==> src/spdsq_pkg.sv <==
`default_nettype none

package spdsq_pkg;

  localparam int unsigned SINE_POINTS_DEF = 200;
  localparam int unsigned PWM_PERIOD_DEF  = 201;
  localparam int unsigned ROM_SIZE        = 200;

  localparam int unsigned FREQ_W   = 10;
  localparam int unsigned RANGE_W  = 2;
  localparam int unsigned CFG_IDX_W = 1;
  localparam int unsigned TICK_W   = 19;
  localparam int unsigned STEP_W   = 8;
  localparam int unsigned SUB_W    = 4;
  localparam int unsigned TIME_W   = 16;
  localparam int unsigned DUTY_W   = 8;
  localparam int unsigned NUM_W    = 30;
  localparam int unsigned QUO10_W  = 7;

  localparam logic [FREQ_W-1:0] FREQ_MIN   = 10'd100;
  localparam logic [FREQ_W-1:0] FREQ_MAX   = 10'd1000;
  localparam logic [FREQ_W-1:0] FREQ_RESET = 10'd100;
  localparam logic [DUTY_W-1:0] DUTY_RESET = 8'd12;
  localparam logic [SUB_W-1:0]  SUB_DIV_HI = 4'd10;

  typedef enum logic [CFG_IDX_W-1:0] {
    REG_FREQ  = 1'b0,
    REG_RANGE = 1'b1
  } cfg_reg_t;

  typedef enum logic [RANGE_W-1:0] {
    RANGE_X1    = 2'd0,
    RANGE_X10   = 2'd1,
    RANGE_X100  = 2'd2,
    RANGE_X1000 = 2'd3
  } range_t;

  localparam logic [DUTY_W-1:0] SINE_ROM [0:ROM_SIZE-1] = '{
    8'd97,  8'd99,  8'd102, 8'd104, 8'd107, 8'd109, 8'd111, 8'd114, 8'd116, 8'd119,
    8'd121, 8'd124, 8'd126, 8'd128, 8'd131, 8'd133, 8'd135, 8'd137, 8'd139, 8'd141,
    8'd144, 8'd146, 8'd147, 8'd149, 8'd151, 8'd153, 8'd155, 8'd157, 8'd158, 8'd160,
    8'd161, 8'd163, 8'd164, 8'd165, 8'd167, 8'd168, 8'd169, 8'd170, 8'd171, 8'd172,
    8'd173, 8'd173, 8'd174, 8'd175, 8'd175, 8'd176, 8'd176, 8'd176, 8'd176, 8'd176,
    8'd177, 8'd176, 8'd176, 8'd176, 8'd176, 8'd176, 8'd175, 8'd175, 8'd174, 8'd173,
    8'd173, 8'd172, 8'd171, 8'd170, 8'd169, 8'd168, 8'd167, 8'd165, 8'd164, 8'd163,
    8'd161, 8'd160, 8'd158, 8'd157, 8'd155, 8'd153, 8'd151, 8'd149, 8'd147, 8'd146,
    8'd144, 8'd141, 8'd139, 8'd137, 8'd135, 8'd133, 8'd131, 8'd128, 8'd126, 8'd124,
    8'd121, 8'd119, 8'd116, 8'd114, 8'd111, 8'd109, 8'd107, 8'd104, 8'd102, 8'd99,
    8'd97,  8'd94,  8'd91,  8'd89,  8'd86,  8'd84,  8'd82,  8'd79,  8'd77,  8'd74,
    8'd72,  8'd69,  8'd67,  8'd65,  8'd62,  8'd60,  8'd58,  8'd56,  8'd54,  8'd52,
    8'd49,  8'd47,  8'd46,  8'd44,  8'd42,  8'd40,  8'd38,  8'd36,  8'd35,  8'd33,
    8'd32,  8'd30,  8'd29,  8'd28,  8'd26,  8'd25,  8'd24,  8'd23,  8'd22,  8'd21,
    8'd20,  8'd20,  8'd19,  8'd18,  8'd18,  8'd17,  8'd17,  8'd17,  8'd17,  8'd17,
    8'd17,  8'd17,  8'd17,  8'd17,  8'd17,  8'd17,  8'd18,  8'd18,  8'd19,  8'd20,
    8'd20,  8'd21,  8'd22,  8'd23,  8'd24,  8'd25,  8'd26,  8'd28,  8'd29,  8'd30,
    8'd32,  8'd33,  8'd35,  8'd36,  8'd38,  8'd40,  8'd42,  8'd44,  8'd46,  8'd47,
    8'd49,  8'd52,  8'd54,  8'd56,  8'd58,  8'd60,  8'd62,  8'd65,  8'd67,  8'd69,
    8'd72,  8'd74,  8'd77,  8'd79,  8'd82,  8'd84,  8'd86,  8'd89,  8'd91,  8'd94
  };

  // Commands from the sequencer to the datapath.
  typedef struct packed {
    logic clr_start;
    logic k_start;
    logic k_load;
    logic upd;
    logic t_start;
    logic t_eval;
    logic i_start;
    logic i_load;
    logic out_load;
  } spdsq_cmd_t;

  // Status from the datapath back to the sequencer.
  typedef struct packed {
    logic k_valid;
    logic fire;
    logic adv;
    logic div_done;
    logic out_free;
  } spdsq_stat_t;

  function automatic logic [DUTY_W-1:0] sine_at(input logic [STEP_W-1:0] idx);
    logic [DUTY_W-1:0] val;
    if (idx >= STEP_W'(ROM_SIZE)) begin
      val = SINE_ROM[ROM_SIZE-1];
    end else begin
      val = SINE_ROM[idx];
    end
    return val;
  endfunction

  // 800000 times the range factor.
  function automatic logic [NUM_W-1:0] num_for_range(input range_t rng);
    logic [NUM_W-1:0] val;
    unique case (rng)
      RANGE_X1:    val = 30'd800000;
      RANGE_X10:   val = 30'd8000000;
      RANGE_X100:  val = 30'd80000000;
      RANGE_X1000: val = 30'd800000000;
      default:     val = 30'd800000;
    endcase
    return val;
  endfunction

endpackage

`default_nettype wire

==> src/spdsq_in_if.sv <==
`default_nettype none

interface spdsq_in_if;
  logic valid;
  logic ready;
  logic tick;

  modport source (output valid, output tick, input ready);
  modport sink (input valid, input tick, output ready);
endinterface

`default_nettype wire

==> src/spdsq_out_if.sv <==
`default_nettype none

interface spdsq_out_if;
  logic       valid;
  logic       ready;
  logic [7:0] duty;
  logic       period_start;
  logic [7:0] step_index;

  modport source (output valid, output duty, output period_start, output step_index,
                  input ready);
  modport sink (input valid, input duty, input period_start, input step_index,
                output ready);
endinterface

`default_nettype wire

==> src/spdsq_cfg_if.sv <==
`default_nettype none

interface spdsq_cfg_if;
  logic       valid;
  logic       ready;
  logic [0:0] index;
  logic [9:0] data;

  modport source (output valid, output index, output data, input ready);
  modport sink (input valid, input index, input data, output ready);
endinterface

`default_nettype wire

==> src/spdsq_div.sv <==
`default_nettype none

module spdsq_div #(
  parameter int unsigned DVD_W = 32,
  parameter int unsigned DSR_W = 24,
  parameter int unsigned CNT_W = 6
) (
  input  logic             clk,
  input  logic             rst_n,
  input  logic             start,
  input  logic [DVD_W-1:0] dividend,
  input  logic [DSR_W-1:0] divisor,
  input  logic [CNT_W-1:0] iters,
  output logic             busy,
  output logic             done,
  output logic [DVD_W-1:0] quotient
);

  logic [DVD_W-1:0] sh_r, sh_nxt;
  logic [DSR_W-1:0] rem_r, rem_nxt;
  logic [DSR_W-1:0] dsr_r;
  logic [CNT_W-1:0] cnt_r, cnt_nxt;
  logic             run_r, run_nxt;
  logic             done_r, done_nxt;
  logic [DSR_W:0]   rem_sh;
  logic             ge;

  // Restoring division, one quotient bit per cycle. The dividend arrives
  // left-aligned, so after the given number of steps the shift register
  // holds the quotient right-aligned.
  assign rem_sh = {rem_r, sh_r[DVD_W-1]};
  assign ge     = rem_sh >= {1'b0, dsr_r};

  always_comb begin
    sh_nxt   = sh_r;
    rem_nxt  = rem_r;
    cnt_nxt  = cnt_r;
    run_nxt  = run_r;
    done_nxt = 1'b0;
    if (start) begin
      sh_nxt  = dividend;
      rem_nxt = '0;
      cnt_nxt = iters;
      run_nxt = 1'b1;
    end else if (run_r) begin
      rem_nxt = ge ? DSR_W'(rem_sh - {1'b0, dsr_r}) : DSR_W'(rem_sh);
      sh_nxt  = {sh_r[DVD_W-2:0], ge};
      cnt_nxt = cnt_r - CNT_W'(1);
      if (cnt_r == CNT_W'(1)) begin
        run_nxt  = 1'b0;
        done_nxt = 1'b1;
      end
    end
  end

  always_ff @(posedge clk) begin
    if (!rst_n) begin
      run_r  <= 1'b0;
      done_r <= 1'b0;
      cnt_r  <= '0;
    end else begin
      run_r  <= run_nxt;
      done_r <= done_nxt;
      cnt_r  <= cnt_nxt;
    end
  end

  always_ff @(posedge clk) begin
    sh_r  <= sh_nxt;
    rem_r <= rem_nxt;
    if (start) begin
      dsr_r <= divisor;
    end
  end

  assign busy     = run_r;
  assign done     = done_r;
  assign quotient = sh_r;

endmodule

`default_nettype wire

==> src/spdsq_dp.sv <==
`default_nettype none

module spdsq_dp #(
  parameter int unsigned SINE_POINTS = spdsq_pkg::SINE_POINTS_DEF,
  parameter int unsigned PWM_PERIOD  = spdsq_pkg::PWM_PERIOD_DEF
) (
  input  logic                                clk,
  input  logic                                rst_n,
  input  spdsq_pkg::spdsq_cmd_t               cmd,
  output spdsq_pkg::spdsq_stat_t              stat,
  input  logic                                cfg_valid,
  input  logic [spdsq_pkg::CFG_IDX_W-1:0]     cfg_index,
  input  logic [spdsq_pkg::FREQ_W-1:0]        cfg_data,
  output logic                                cfg_ready,
  output logic                                out_valid,
  input  logic                                out_ready,
  output logic [spdsq_pkg::DUTY_W-1:0]        out_duty,
  output logic                                out_period_start,
  output logic [spdsq_pkg::STEP_W-1:0]        out_step_index
);

  import spdsq_pkg::*;

  localparam int unsigned K_MAX  = 800000000 / (PWM_PERIOD * 10);
  localparam int unsigned K_W    = $clog2(K_MAX + 1);
  localparam int unsigned N_W    = $clog2(SINE_POINTS + 1);
  localparam int unsigned ND_W   = N_W + 4;
  localparam int unsigned DEN_W  = $clog2(PWM_PERIOD * 100 + 1);
  localparam int unsigned DSR_W  = (DEN_W > ND_W) ? DEN_W : ND_W;
  localparam int unsigned PROD_W = K_W + STEP_W;
  localparam int unsigned IDX_W  = STEP_W + N_W;
  localparam int unsigned DVD_A  = (NUM_W > PROD_W) ? NUM_W : PROD_W;
  localparam int unsigned DVD_W  = (DVD_A > IDX_W) ? DVD_A : IDX_W;
  localparam int unsigned CNT_W  = $clog2(DVD_W + 1);

  // Configuration registers.
  logic [FREQ_W-1:0]  freq_r;
  range_t             range_r;
  logic [FREQ_W-1:0]  fsat;
  logic [17:0]        fmul;
  logic [QUO10_W-1:0] q_r;
  logic [DEN_W-1:0]   den;

  // Derived period constants.
  logic               k_valid_r;
  logic [K_W-1:0]     k_r;
  logic [N_W-1:0]     n_r;
  logic               d10_r;
  logic [ND_W-1:0]    nd;
  logic [K_W-1:0]     kq;
  logic [K_W-1:0]     k_fix;

  // Sequencer state.
  logic [TICK_W-1:0]  tick_r;
  logic [STEP_W-1:0]  step_r;
  logic [SUB_W-1:0]   sub_r;
  logic [TIME_W-1:0]  time_r;
  logic [DUTY_W-1:0]  duty_r;
  logic [STEP_W-1:0]  next_r;
  logic               start_r;

  logic [TICK_W-1:0]  tc1;
  logic               restart;
  logic               fire;
  logic [STEP_W:0]    next9;
  logic [STEP_W-1:0]  next_val;

  // Divider.
  logic               div_start;
  logic [DVD_W-1:0]   div_dvd;
  logic [DSR_W-1:0]   div_dsr;
  logic [CNT_W-1:0]   div_iters;
  logic               div_busy;
  logic               div_done;
  logic [DVD_W-1:0]   quo;
  logic [PROD_W-1:0]  tgt_prod;
  logic [IDX_W-1:0]   idx_prod;
  logic [STEP_W-1:0]  rom_idx;
  logic               adv;

  logic               out_valid_r;
  logic [DUTY_W-1:0]  out_duty_r;
  logic               out_start_r;
  logic [STEP_W-1:0]  out_step_r;

  assign cfg_ready = 1'b1;

  always_ff @(posedge clk) begin
    if (!rst_n) begin
      freq_r  <= FREQ_RESET;
      range_r <= RANGE_X1;
    end else if (cfg_valid) begin
      unique case (cfg_reg_t'(cfg_index))
        REG_FREQ:  freq_r  <= cfg_data;
        REG_RANGE: range_r <= range_t'(cfg_data[RANGE_W-1:0]);
        default:   freq_r  <= freq_r;
      endcase
    end
  end

  // Saturated frequency over ten, by reciprocal multiplication (exact below 1029).
  always_comb begin
    if (freq_r < FREQ_MIN) begin
      fsat = FREQ_MIN;
    end else if (freq_r > FREQ_MAX) begin
      fsat = FREQ_MAX;
    end else begin
      fsat = freq_r;
    end
  end
  assign fmul = 18'(fsat) * 18'd205;

  always_ff @(posedge clk) begin
    q_r <= fmul[17:11];
  end

  assign den = DEN_W'(PWM_PERIOD) * DEN_W'(q_r);

  assign kq    = quo[K_W-1:0];
  assign k_fix = (kq == '0) ? K_W'(1) : kq;
  assign nd    = d10_r ? ((ND_W'(n_r) << 3) + (ND_W'(n_r) << 1)) : ND_W'(n_r);

  always_ff @(posedge clk) begin
    if (!rst_n) begin
      k_valid_r <= 1'b0;
    end else if (cfg_valid) begin
      k_valid_r <= 1'b0;
    end else if (cmd.k_load) begin
      k_valid_r <= 1'b1;
    end
  end

  always_ff @(posedge clk) begin
    if (cmd.k_load) begin
      k_r   <= k_fix;
      n_r   <= (k_fix < K_W'(SINE_POINTS)) ? N_W'(k_fix) : N_W'(SINE_POINTS);
      d10_r <= (range_r == RANGE_X1000);
    end
  end

  assign tc1     = tick_r + TICK_W'(1);
  assign restart = 32'(tc1) >= 32'(k_r);
  assign fire    = !restart && (sub_r >= (d10_r ? SUB_DIV_HI : SUB_W'(1)));
  assign next9   = {1'b0, step_r} + (STEP_W+1)'(1);
  assign next_val = (next9 >= (STEP_W+1)'(n_r)) ? STEP_W'(n_r - N_W'(1)) : next9[STEP_W-1:0];

  assign adv = DVD_W'(time_r) >= quo;
  assign rom_idx = (quo >= DVD_W'(ROM_SIZE)) ? STEP_W'(ROM_SIZE - 1) : quo[STEP_W-1:0];

  always_ff @(posedge clk) begin
    if (!rst_n) begin
      tick_r  <= '0;
      step_r  <= '0;
      sub_r   <= '0;
      time_r  <= '0;
      duty_r  <= DUTY_RESET;
      start_r <= 1'b0;
    end else begin
      if (cmd.clr_start) begin
        start_r <= 1'b0;
      end
      if (cmd.upd) begin
        // The sub-count goes back to one on a restart or a fire, and otherwise counts up by one.
        if (restart) begin
          tick_r  <= '0;
          step_r  <= '0;
          sub_r   <= SUB_W'(1);
          time_r  <= '0;
          duty_r  <= sine_at('0);
          start_r <= 1'b1;
        end else if (fire) begin
          tick_r <= tc1;
          sub_r  <= SUB_W'(1);
          time_r <= time_r + TIME_W'(1);
        end else begin
          tick_r <= tc1;
          sub_r  <= sub_r + SUB_W'(1);
        end
      end
      if (cmd.t_eval && adv) begin
        step_r <= next_r;
      end
      if (cmd.i_load) begin
        duty_r <= sine_at(rom_idx);
      end
    end
  end

  always_ff @(posedge clk) begin
    if (cmd.upd) begin
      next_r <= next_val;
    end
  end

  assign tgt_prod = PROD_W'(k_r) * PROD_W'(next_r);
  assign idx_prod = IDX_W'(step_r) * IDX_W'(SINE_POINTS);

  assign div_start = cmd.k_start || cmd.t_start || cmd.i_start;

  always_comb begin
    priority if (cmd.k_start) begin
      div_dvd   = DVD_W'(num_for_range(range_r)) << (DVD_W - NUM_W);
      div_dsr   = DSR_W'(den);
      div_iters = CNT_W'(NUM_W);
    end else if (cmd.t_start) begin
      div_dvd   = DVD_W'(tgt_prod) << (DVD_W - PROD_W);
      div_dsr   = DSR_W'(nd);
      div_iters = CNT_W'(PROD_W);
    end else begin
      div_dvd   = DVD_W'(idx_prod) << (DVD_W - IDX_W);
      div_dsr   = DSR_W'(n_r);
      div_iters = CNT_W'(IDX_W);
    end
  end

  spdsq_div #(
    .DVD_W (DVD_W),
    .DSR_W (DSR_W),
    .CNT_W (CNT_W)
  ) u_div (
    .clk      (clk),
    .rst_n    (rst_n),
    .start    (div_start),
    .dividend (div_dvd),
    .divisor  (div_dsr),
    .iters    (div_iters),
    .busy     (div_busy),
    .done     (div_done),
    .quotient (quo)
  );

  always_ff @(posedge clk) begin
    if (!rst_n) begin
      out_valid_r <= 1'b0;
    end else if (cmd.out_load) begin
      out_valid_r <= 1'b1;
    end else if (out_ready) begin
      out_valid_r <= 1'b0;
    end
  end

  always_ff @(posedge clk) begin
    if (cmd.out_load) begin
      out_duty_r  <= duty_r;
      out_start_r <= start_r;
      out_step_r  <= step_r;
    end
  end

  assign out_valid        = out_valid_r;
  assign out_duty         = out_duty_r;
  assign out_period_start = out_start_r;
  assign out_step_index   = out_step_r;

  assign stat.k_valid  = k_valid_r;
  assign stat.fire     = fire;
  assign stat.adv      = adv;
  assign stat.div_done = div_done;
  assign stat.out_free = !out_valid_r || out_ready;

  a_no_div_overrun: assert property (@(posedge clk) disable iff (!rst_n)
    div_start |-> !div_busy)
    else $error("divider restarted while busy");

  a_upd_needs_k: assert property (@(posedge clk) disable iff (!rst_n)
    cmd.upd |-> k_valid_r)
    else $error("tick processed without a valid period length");

  a_out_no_overwrite: assert property (@(posedge clk) disable iff (!rst_n)
    cmd.out_load |-> (!out_valid_r || out_ready))
    else $error("pending result overwritten");

  a_restart_clears: assert property (@(posedge clk) disable iff (!rst_n)
    (cmd.upd && restart) |=> (step_r == '0) && (duty_r == SINE_ROM[0]) && start_r)
    else $error("period restart did not reset the sequencer");

  a_duty_holds: assert property (@(posedge clk) disable iff (!rst_n)
    (!cmd.upd && !cmd.i_load) |=> $stable(duty_r))
    else $error("duty changed without an update");

endmodule

`default_nettype wire

==> src/spdsq_ctrl.sv <==
`default_nettype none

module spdsq_ctrl (
  input  logic                   clk,
  input  logic                   rst_n,
  input  logic                   in_valid,
  input  logic                   in_tick,
  output logic                   in_ready,
  input  spdsq_pkg::spdsq_stat_t stat,
  output spdsq_pkg::spdsq_cmd_t  cmd
);

  import spdsq_pkg::*;

  typedef enum logic [8:0] {
    S_IDLE = 9'b000000001,
    S_KGO  = 9'b000000010,
    S_KDIV = 9'b000000100,
    S_UPD  = 9'b000001000,
    S_TGO  = 9'b000010000,
    S_TDIV = 9'b000100000,
    S_IGO  = 9'b001000000,
    S_IDIV = 9'b010000000,
    S_DONE = 9'b100000000
  } state_t;

  state_t state_r, state_nxt;
  logic   accept;

  assign in_ready = (state_r == S_IDLE);
  assign accept   = in_valid && in_ready;

  always_comb begin
    state_nxt = state_r;
    cmd       = '0;
    unique case (state_r)
      S_IDLE: begin
        if (accept) begin
          cmd.clr_start = 1'b1;
          if (!in_tick) begin
            state_nxt = S_DONE;
          end else if (stat.k_valid) begin
            state_nxt = S_UPD;
          end else begin
            state_nxt = S_KGO;
          end
        end
      end
      S_KGO: begin
        cmd.k_start = 1'b1;
        state_nxt   = S_KDIV;
      end
      S_KDIV: begin
        if (stat.div_done) begin
          cmd.k_load = 1'b1;
          state_nxt  = S_UPD;
        end
      end
      S_UPD: begin
        cmd.upd   = 1'b1;
        state_nxt = stat.fire ? S_TGO : S_DONE;
      end
      S_TGO: begin
        cmd.t_start = 1'b1;
        state_nxt   = S_TDIV;
      end
      S_TDIV: begin
        if (stat.div_done) begin
          cmd.t_eval = 1'b1;
          state_nxt  = stat.adv ? S_IGO : S_DONE;
        end
      end
      S_IGO: begin
        cmd.i_start = 1'b1;
        state_nxt   = S_IDIV;
      end
      S_IDIV: begin
        if (stat.div_done) begin
          cmd.i_load = 1'b1;
          state_nxt  = S_DONE;
        end
      end
      S_DONE: begin
        if (stat.out_free) begin
          cmd.out_load = 1'b1;
          state_nxt    = S_IDLE;
        end
      end
      default: state_nxt = S_IDLE;
    endcase
  end

  always_ff @(posedge clk) begin
    if (!rst_n) begin
      state_r <= S_IDLE;
    end else begin
      state_r <= state_nxt;
    end
  end

endmodule

`default_nettype wire

==> src/sine_pwm_duty_sequencer.sv <==
// A request with tick 0 only registers a result. A tick updates the counters; a tick that
// fires adds a step check, and a step that advances adds a sine index division.
// The first tick after reset or after a configuration write first derives the period
// length; all of these divisions share the one bit-serial divider.
// One request is in work at a time; the next is taken once the result is registered.
// Reset (rst_n low, synchronous) restores frequency 100, range x1, zero counters and duty 12.
`default_nettype none

module sine_pwm_duty_sequencer #(
  parameter int unsigned SINE_POINTS = spdsq_pkg::SINE_POINTS_DEF,
  parameter int unsigned PWM_PERIOD  = spdsq_pkg::PWM_PERIOD_DEF
) (
  input  logic        clk,
  input  logic        rst_n,
  spdsq_in_if.sink    in_chan,
  spdsq_out_if.source out_chan,
  spdsq_cfg_if.sink   cfg_chan
);

  import spdsq_pkg::*;

  spdsq_cmd_t  cmd;
  spdsq_stat_t stat;

  spdsq_ctrl u_ctrl (
    .clk      (clk),
    .rst_n    (rst_n),
    .in_valid (in_chan.valid),
    .in_tick  (in_chan.tick),
    .in_ready (in_chan.ready),
    .stat     (stat),
    .cmd      (cmd)
  );

  spdsq_dp #(
    .SINE_POINTS (SINE_POINTS),
    .PWM_PERIOD  (PWM_PERIOD)
  ) u_dp (
    .clk              (clk),
    .rst_n            (rst_n),
    .cmd              (cmd),
    .stat             (stat),
    .cfg_valid        (cfg_chan.valid),
    .cfg_index        (cfg_chan.index),
    .cfg_data         (cfg_chan.data),
    .cfg_ready        (cfg_chan.ready),
    .out_valid        (out_chan.valid),
    .out_ready        (out_chan.ready),
    .out_duty         (out_chan.duty),
    .out_period_start (out_chan.period_start),
    .out_step_index   (out_chan.step_index)
  );

endmodule

`default_nettype wire
==> src/flat_wrapper.sv <==
// flat-port wrapper written by rule: the top's interface ports become plain ports
module sine_pwm_duty_sequencer_flat import spdsq_pkg::*;
#(
  parameter int unsigned SINE_POINTS = spdsq_pkg::SINE_POINTS_DEF,
  parameter int unsigned PWM_PERIOD  = spdsq_pkg::PWM_PERIOD_DEF
)
  (clk, rst_n, in_chan_valid, in_chan_tick, in_chan_ready, out_chan_valid, out_chan_duty, out_chan_period_start, out_chan_step_index, out_chan_ready, cfg_chan_valid, cfg_chan_index, cfg_chan_data, cfg_chan_ready);
  spdsq_in_if in_chan_i ();
  spdsq_out_if out_chan_i ();
  spdsq_cfg_if cfg_chan_i ();
  input  logic clk;
  input  logic rst_n;
  input wire logic [$bits(in_chan_i.valid)-1:0] in_chan_valid;
  input wire logic [$bits(in_chan_i.tick)-1:0] in_chan_tick;
  output wire logic [$bits(in_chan_i.ready)-1:0] in_chan_ready;
  output wire logic [$bits(out_chan_i.valid)-1:0] out_chan_valid;
  output wire logic [$bits(out_chan_i.duty)-1:0] out_chan_duty;
  output wire logic [$bits(out_chan_i.period_start)-1:0] out_chan_period_start;
  output wire logic [$bits(out_chan_i.step_index)-1:0] out_chan_step_index;
  input wire logic [$bits(out_chan_i.ready)-1:0] out_chan_ready;
  input wire logic [$bits(cfg_chan_i.valid)-1:0] cfg_chan_valid;
  input wire logic [$bits(cfg_chan_i.index)-1:0] cfg_chan_index;
  input wire logic [$bits(cfg_chan_i.data)-1:0] cfg_chan_data;
  output wire logic [$bits(cfg_chan_i.ready)-1:0] cfg_chan_ready;
  assign in_chan_i.valid = in_chan_valid;
  assign in_chan_i.tick = in_chan_tick;
  assign in_chan_ready = in_chan_i.ready;
  assign out_chan_valid = out_chan_i.valid;
  assign out_chan_duty = out_chan_i.duty;
  assign out_chan_period_start = out_chan_i.period_start;
  assign out_chan_step_index = out_chan_i.step_index;
  assign out_chan_i.ready = out_chan_ready;
  assign cfg_chan_i.valid = cfg_chan_valid;
  assign cfg_chan_i.index = cfg_chan_index;
  assign cfg_chan_i.data = cfg_chan_data;
  assign cfg_chan_ready = cfg_chan_i.ready;
  sine_pwm_duty_sequencer #(.SINE_POINTS(SINE_POINTS), .PWM_PERIOD(PWM_PERIOD)) u_core (.clk(clk), .rst_n(rst_n), .in_chan(in_chan_i), .out_chan(out_chan_i), .cfg_chan(cfg_chan_i));
endmodule
==> config.mk <==
export PLATFORM = sky130hd
export DESIGN_NAME = sine_pwm_duty_sequencer_flat
export DESIGN_NICKNAME = d
export VERILOG_FILES = /design/src/spdsq_pkg.sv /design/src/spdsq_in_if.sv /design/src/spdsq_out_if.sv /design/src/spdsq_cfg_if.sv /design/src/spdsq_div.sv /design/src/spdsq_dp.sv /design/src/spdsq_ctrl.sv /design/src/sine_pwm_duty_sequencer.sv /design/src/flat_wrapper.sv
export SDC_FILE = /design/constraint.sdc
export NUM_CORES = 1
export LEC_CHECK = 0
export BUFFER_PORTS_ARGS = -buffer_cell sky130_fd_sc_hd__buf_2
export CAP_MARGIN = 20
export CORE_UTILIZATION = 65
export CTS_CLUSTER_SIZE = 12
export DETAILED_ROUTE_END_ITERATION = 12
export PLACE_DENSITY_LB_ADDON = 0.12
export SYNTH_ARGS = -nofsm -noshare
export SYNTH_HDL_FRONTEND = slang
export SYNTH_SLANG_ARGS = --single-unit
==> constraint.sdc <==
create_clock -name clk -period 9.1 [get_ports clk]
set_input_delay 1.82 -clock clk [delete_from_list [all_inputs] [get_ports clk]]
set_output_delay 1.82 -clock clk [all_outputs]
set_load 0.01 [all_outputs]
Yosys cells after proc, flatten, opt, wreduce, memory -nomap -nowiden:

Memory sizes are Yosys's and may differ from the RTL's.
Index checks and enable logic that the tools add are counted.

* bits in registers: 206
* memory bits (read-only): 2048
* bits of input ports: 17
* output and inout port bits: 20
* word-level logic and storage cells: 160
* memories kept: 1

Memory list
* (name not given): words 256, width 8, read ports 1, clocked after memory_dff 0, wr ports 0, RTL line spdsq_pkg.sv:88 `val = SINE_ROM[idx];`

* $add $sub $neg: 8
* multipliers: 4
* $lt $le $gt $ge: 11
* equality and inequality tests: 18
* mux-type cells: 64
* bitwise operators: 4
* reduce and logical (&&, ||, !) cells: 25

Operators with widths (count)
* two-way mux 30 bit: 4
* case mux 30 bit (4 select lines): 1
* two-way mux 8 bit: 11
* case mux 9 bit (9 select lines): 1
* two-way mux 9 bit: 8
* two-way mux 19 bit: 2
* two-way mux 16 bit: 2
* greater-or-equal comparator 16 x 30 -> 1 bit: 1
* greater-or-equal comparator 30 x 8 -> 1 bit, second input constant: 1
* two-way mux 15 bit: 2
* multiplier 19 x 8 -> 27 bit: 1
* two-way mux 12 bit: 2
* two-way mux 4 bit: 6
* two-way mux 1 bit: 21
* two-way mux 10 bit: 2
* adder 19 x 1 -> 19 bit, second input constant: 1
* greater-or-equal comparator 19 bit: 1
* logical NOT 19 bit: 1
* < comparator 19 x 8 -> 1 bit, second input constant: 1
* multiplier 10 x 8 -> 18 bit, second input constant: 1
* adder 16 x 1 -> 16 bit, second input constant: 1
* greater-or-equal comparator 16 x 15 -> 1 bit: 1
* multiplier 8 x 7 -> 15 bit, first input constant: 1
* subtractor 15 bit: 1
* 38 further kinds: 60

Depth between registers and ports, before layout:

* word-level depth: 8
* mapped depth: 21
* mapped depth without buffers: 21

Hierarchy:

A second synthesis with hierarchy kept.

* cells, all modules: 2405
* area, all modules: 21414.3 sq um

By module, submodules not included
* spdsq_dp: times used 1, cells each 2014, area each 17254.0 sq um, seq. area each 3133.0 sq um
* spdsq_div: times used 1, cells each 307, area each 3479.6 sq um, seq. area each 1791.7 sq um
* spdsq_ctrl: times used 1, cells each 84, area each 680.7 sq um, seq. area each 180.2 sq um

Worst setup path after synthesis:

No wires, ideal clock.

* path kind: register to register
* from: register u_core.u_dp.next_r[7]
* to: register u_core.u_dp.u_div.sh_r[21] (netlist: u_core.u_dp.u_div.quotient[21]) (data pin)
* library setup time: 146 ps
* arrival time: 4909 ps
* required time: 8954 ps
* path slack: 4046 ps
* stages on the path, launching flop included: 19
* path buffers: 1
* clock period less this slack: 5054 ps
* cell sequence: edfxtp_1 > clkbuf_1 > nand2_1 > fa_1 > fa_1 > inv_1 > fa_1 > inv_1 > fa_1 > inv_1 > ha_1 > or3_1 > o22a_1 > a31oi_1 > o31ai_1 > a21o_1 > a21oi_1 > mux2_2 > a21oi_1

* longest elaborated chain between the ends: 4

RTL lines
* start, declared: RTL line spdsq_dp.sv:59 `logic [STEP_W-1:0] next_r;`
* start signal, assigned: RTL line spdsq_dp.sv:191 `next_r <= next_val;`
* multiplier 19 x 8 -> 27 bit: RTL line spdsq_dp.sv:195 `assign tgt_prod = PROD_W'(k_r) * PROD_W'(next_r);`
* two-way mux 30 bit: RTL line spdsq_dp.sv:205 `end else if (cmd.t_start) begin`
* two-way mux 30 bit: RTL line spdsq_dp.sv:201 `priority if (cmd.k_start) begin`
* two-way mux 30 bit: RTL line spdsq_div.sv:40 `if (start) begin`
* named net u_core.u_dp.u_div.sh_nxt[21]: RTL line spdsq_div.sv:19 `logic [DVD_W-1:0] sh_r, sh_nxt;`
* end signal, assigned: RTL line spdsq_div.sv:69 `sh_r <= sh_nxt;`
* end, declared: RTL line spdsq_div.sv:19

The timed path passes the listed nets, and every way through them passes these cells.
A chain may end at the register's enable or synchronous reset.

Worst setup path in the final report:

* from: register u_core.u_dp.next_r[7]
* to: register u_core.u_dp.u_div.sh_r[27] (netlist: u_core.u_dp.u_div.quotient[27]) (data pin)

The elaborated chain is that of the path after synthesis.

==> impl_metrics.env <==
export IMPL_status="complete, but fails checks"
export IMPL_failing_checks="design-rule violations"
export IMPL_maxSlewViolCount=0
export IMPL_fin_area_mm2=0.0218
export IMPL_fp_coreArea_mm2=0.0308
export IMPL_synthesis_yosys_warnings=0
export IMPL_yosys_top_cells_area="sky130_fd_sc_hd__ha_1 16%, sky130_fd_sc_hd__edfxtp_1 14%, sky130_fd_sc_hd__fa_1 12%, sky130_fd_sc_hd__dfxtp_1 11%, sky130_fd_sc_hd__inv_1 5.6%"
export IMPL_cts_repair_resized=0
export IMPL_first_pass_grt_wire_length_um=89200
export IMPL_yosysMostFrequentCell="sky130_fd_sc_hd__inv_1"
export IMPL_cts_hold_fix_bufs=0
export IMPL_overall_global_routing_resource_usage_pct=34.2
export IMPL_yosys_register_bits=206
export IMPL_clock_tree_htree_level_count=1
export IMPL_drtIter0Drc=1860
export IMPL_finalSetupTns_ns=0
export IMPL_grt_antenna_before_repair=0
export IMPL_met1Wirelength_um=23700
export IMPL_netlist_top_cells_count="305 x sky130_fd_sc_hd__inv_1, 255 x sky130_fd_sc_hd__ha_1, 188 x sky130_fd_sc_hd__nand2_1, 154 x sky130_fd_sc_hd__a21oi_1, 130 x sky130_fd_sc_hd__o21ai_0"
export IMPL_timing_critical_path_required_ns=9.40
export IMPL_total_clock_buffers_created_by_cts=25
export IMPL_crit_fanout=20
export IMPL_timing_critical_path_arrival_ns=5.98
export IMPL_buffer_ports_inserted=35
export IMPL_ioPinCount=37
export IMPL_worst_setup_path_start_kind="flop"
export IMPL_clkTransAtPathRegs_ns=0.06
export IMPL_clkSinkCount=206
export IMPL_synth_enable_flop_cells=98
export IMPL_numnets_final=2716
export IMPL_yosysSeqAreaShare_pct=24.8
export IMPL_critical_path_endpoint_type="flop"
export IMPL_cts_setup_buffers=0
export IMPL_ctsLongestPathBuffers=3
export IMPL_layout_drive_gt1_share_pct=6.47
export IMPL_clock_insertion_delay_worst_skew_ns=0.56
export IMPL_vias_after_detailed_routing=17300
export IMPL_detailed_place_area_mm2=0.0209
export IMPL_first_pass_iters=10
export IMPL_critPathLaunch="u_core.u_dp.next_r[7]"
export IMPL_layout_min_cycle_time_ns=5.68
export IMPL_hold_class="reg2reg"
export IMPL_criticalPathCategory="reg2reg"
export IMPL_timing_rr_end="u_core.u_dp.u_div.quotient[27]"
export IMPL_mappedNetlistNets=2751
export IMPL_p_leak_nw=10.1
export IMPL_netlist_area_leader_share_pct=15.5
export IMPL_cpMostUsedCell="sky130_fd_sc_hd__fa_1"
export IMPL_timing_final_setup_violations=0
export IMPL_tritoncts="yes"
export IMPL_clock_tree_root_cell="sky130_fd_sc_hd__clkbuf_16"
export IMPL_starting_density_of_the_core_pct=66.7
export IMPL_crit_path_cell_trace="nand2_1 > fa_1 > fa_1 > inv_1 > fa_1 > inv_1 > fa_1 > inv_1 > ha_1 > or3_1 > o22a_1 > a31oi_1 > o41a_1 > o211ai_1 > a21oi_1 > xnor2_1 > o221a_2"
export IMPL_regToRegStartpoint="u_core.u_dp.next_r[7]"
export IMPL_placedCellCount=2684
export IMPL_dpl_hpwl_um=40400
export IMPL_synth_main_ff_cell="sky130_fd_sc_hd__dfxtp_1"
export IMPL_final_setup_skew_ns=0.0223
export IMPL_die_w_um=180
export IMPL_antenna_cells_inserted=0
export IMPL_fillers=2472
export IMPL_detail_route_antenna_nets=0
export IMPL_post_drt_wl_per_cell_um=19.9
export IMPL_via_count_of_the_first_global_routing_pass=17200
export IMPL_finalHoldViolCount=0
export IMPL_final_routed_drc_violation_total=1
export IMPL_tightest_slew_ns=1.11
export IMPL_stdcell_count=2731
export IMPL_netlist_cell_type_count=96
export IMPL_drt_vias_per_instance=6.32
export IMPL_capture_point_of_the_critical_path="u_core.u_dp.u_div.quotient[27]"
export IMPL_netlist_instances=2351
export IMPL_postRouteWirelength_um=54400
export IMPL_routed_wl_met3_um=4680
export IMPL_routed_top_layer="met4"
export IMPL_layout_worst_path_cycle_share_pct=62.4
export IMPL_wl_met2_um=24200
export IMPL_worst_r2r_setup_slack_ns=3.42
export IMPL_syn_area_per_cell_um2=8.75
export IMPL_drv_cap=0
export IMPL_grt_start_max_net_pins=45
export IMPL_fmaxAchievable_mhz=176
export IMPL_ff2ff_path_depth=17
export IMPL_placementRows=64
export IMPL_die_area_mm2=0.0323
export IMPL_rsz_0062_raised_after_global_routing="false"
export IMPL_die_extent_in_y_um=180
export IMPL_worst_path_max_delay_cell="sky130_fd_sc_hd__edfxtp_1"
export IMPL_max_stage_delay_ns=0.77
export IMPL_synth_async_sr_flop_share_pct=0
export IMPL_power_per_cell_area_mw_per_mm2=135
export IMPL_max_slew_margin_pct=26.0
export IMPL_gp_routability_congestion=0.975
export IMPL_overflow=0
export IMPL_vdd_drop_max_uv=141
export IMPL_syn_cell_area_mm2=0.0206
export IMPL_areaGrowthSynthToFinish_pct=5.87
export IMPL_synth_largest_area_cell="sky130_fd_sc_hd__ha_1"
## kinds of logic (layout without fill, tap and decap cells)
kind of cell | after synthesis | count (layout) | synth area share, %
AND/OR/NAND/NOR | 696 | 696 | 17.7
AO/OA/AOI/OAI | 515 | 515 | 16.0
buffers and inverters | 429 | 413 | 8.00
adder cells (fa/ha/maj) | 383 | 383 | 28.0
flip-flops | 206 | 206 | 24.8
XOR/XNOR | 89 | 89 | 3.79
multiplexers | 32 | 32 | 1.67
other | 1 | 1 | 0.0182
## how the worst min path moves through the flow
stage	start	endpoint	cells after the start	slack, ns
detailed placement	u_core.u_dp.duty_r[5]	u_core.u_dp.out_duty[5]	0	0.42
CTS	u_core.u_dp.start_r	u_core.u_dp.out_period_start	0	0.44
global route	u_core.u_dp.start_r	u_core.u_dp.out_period_start	0	0.44
floorplan	u_core.u_dp.duty_r[5]	u_core.u_dp.out_duty[5]	0	0.40
global placement	u_core.u_dp.duty_r[5]	u_core.u_dp.out_duty[5]	0	0.41
finish	u_core.u_dp.start_r	u_core.u_dp.out_period_start	0	0.43
## state kept, by name, summed over array words and instances (netlist names), 9 cells and up
signal,cells
u_core.u_dp.time_r,16
u_core.u_dp.u_div.dsr_r,15
u_core.u_dp.u_div.quotient,30
u_core.u_dp.u_div.rem_r,15
u_core.u_ctrl.state_r,9
u_core.u_dp.k_r,19
u_core.u_dp.tick_r,19
u_core.u_dp.freq_r,10
## metal layers
metal / vias up / track usage [%]
li1: 8029 / -
met1: 8254 / 48.2
met2: 842 / 54.8
met3: 141 / 3.87
met4: 0 / 11.7
met5: - / 0
## per-stage QoR
stage | worst slack [ns] | power, mW | utilization, % | hold WS (ns)
6_report | 3.42 | 2.93 | 70.6 | 0.435
5_1_grt | 3.12 | 3.11 | 70.6 | 0.444
4_1_cts | 3.45 | 2.93 | 70.6 | 0.437
3_5_place_dp | 3.51 | 1.94 | 67.9 | 0.416
3_3_place_gp | 3.55 | 1.89 | 67.8 | 0.407
2_1_floorplan | 4.05 | 1.74 | - | 0.399
## cell usage in the layout, fill, tap and decap left out, types with 21 or more instances in the layout
cell type | synthesis | routed
sky130_fd_sc_hd__xnor2_1 | 55 | 55
sky130_fd_sc_hd__nand2_1 | 188 | 188
sky130_fd_sc_hd__a21o_1 | 29 | 29
sky130_fd_sc_hd__nand3_1 | 50 | 50
sky130_fd_sc_hd__edfxtp_1 | 98 | 98
sky130_fd_sc_hd__a21oi_1 | 154 | 154
sky130_fd_sc_hd__buf_2 | 10 | 35
sky130_fd_sc_hd__nand2b_1 | 28 | 28
sky130_fd_sc_hd__fa_1 | 128 | 128
sky130_fd_sc_hd__and2_1 | 121 | 121
sky130_fd_sc_hd__buf_4 | 4 | 21
sky130_fd_sc_hd__and3_1 | 29 | 29
sky130_fd_sc_hd__xor2_1 | 34 | 34
sky130_fd_sc_hd__nor2_1 | 108 | 108
sky130_fd_sc_hd__clkbuf_16 | 0 | 28
sky130_fd_sc_hd__dfxtp_1 | 108 | 108
sky130_fd_sc_hd__mux2i_1 | 22 | 22
sky130_fd_sc_hd__nor3_1 | 50 | 50
sky130_fd_sc_hd__a31oi_1 | 32 | 32
sky130_fd_sc_hd__ha_1 | 255 | 255
sky130_fd_sc_hd__o21ai_0 | 130 | 130
sky130_fd_sc_hd__inv_1 | 305 | 305
## power breakdown
group,switching [mW],internal (mW)
clock network,0.426,0.572
registers,0.0508,1.02
logic,0.474,0.390
## critical path: cells and delay by family, from the launching register on
kind	cells	cell delay (ns)
buffers and inverters	3	0.16
AOI/OAI and AO/OA	6	1.41
adders and majority gates	5	2.40
xor gates and xnor gates	1	0.10
and+or+nand+nor	2	0.60
DFF	1	0.77
## area by class of cell
class	instances	area, um2	area share (%)
repair buffers	58	363	1.67
inverters	309	1160	5.33
clock inverters	11	81.3	0.374
well taps	396	495	2.28
flip-flops and latches	206	5100	23.5
clock buffers	35	737	3.39
multi-input cells	1716	13800	63.5
(Power assumes the default switching activity.)
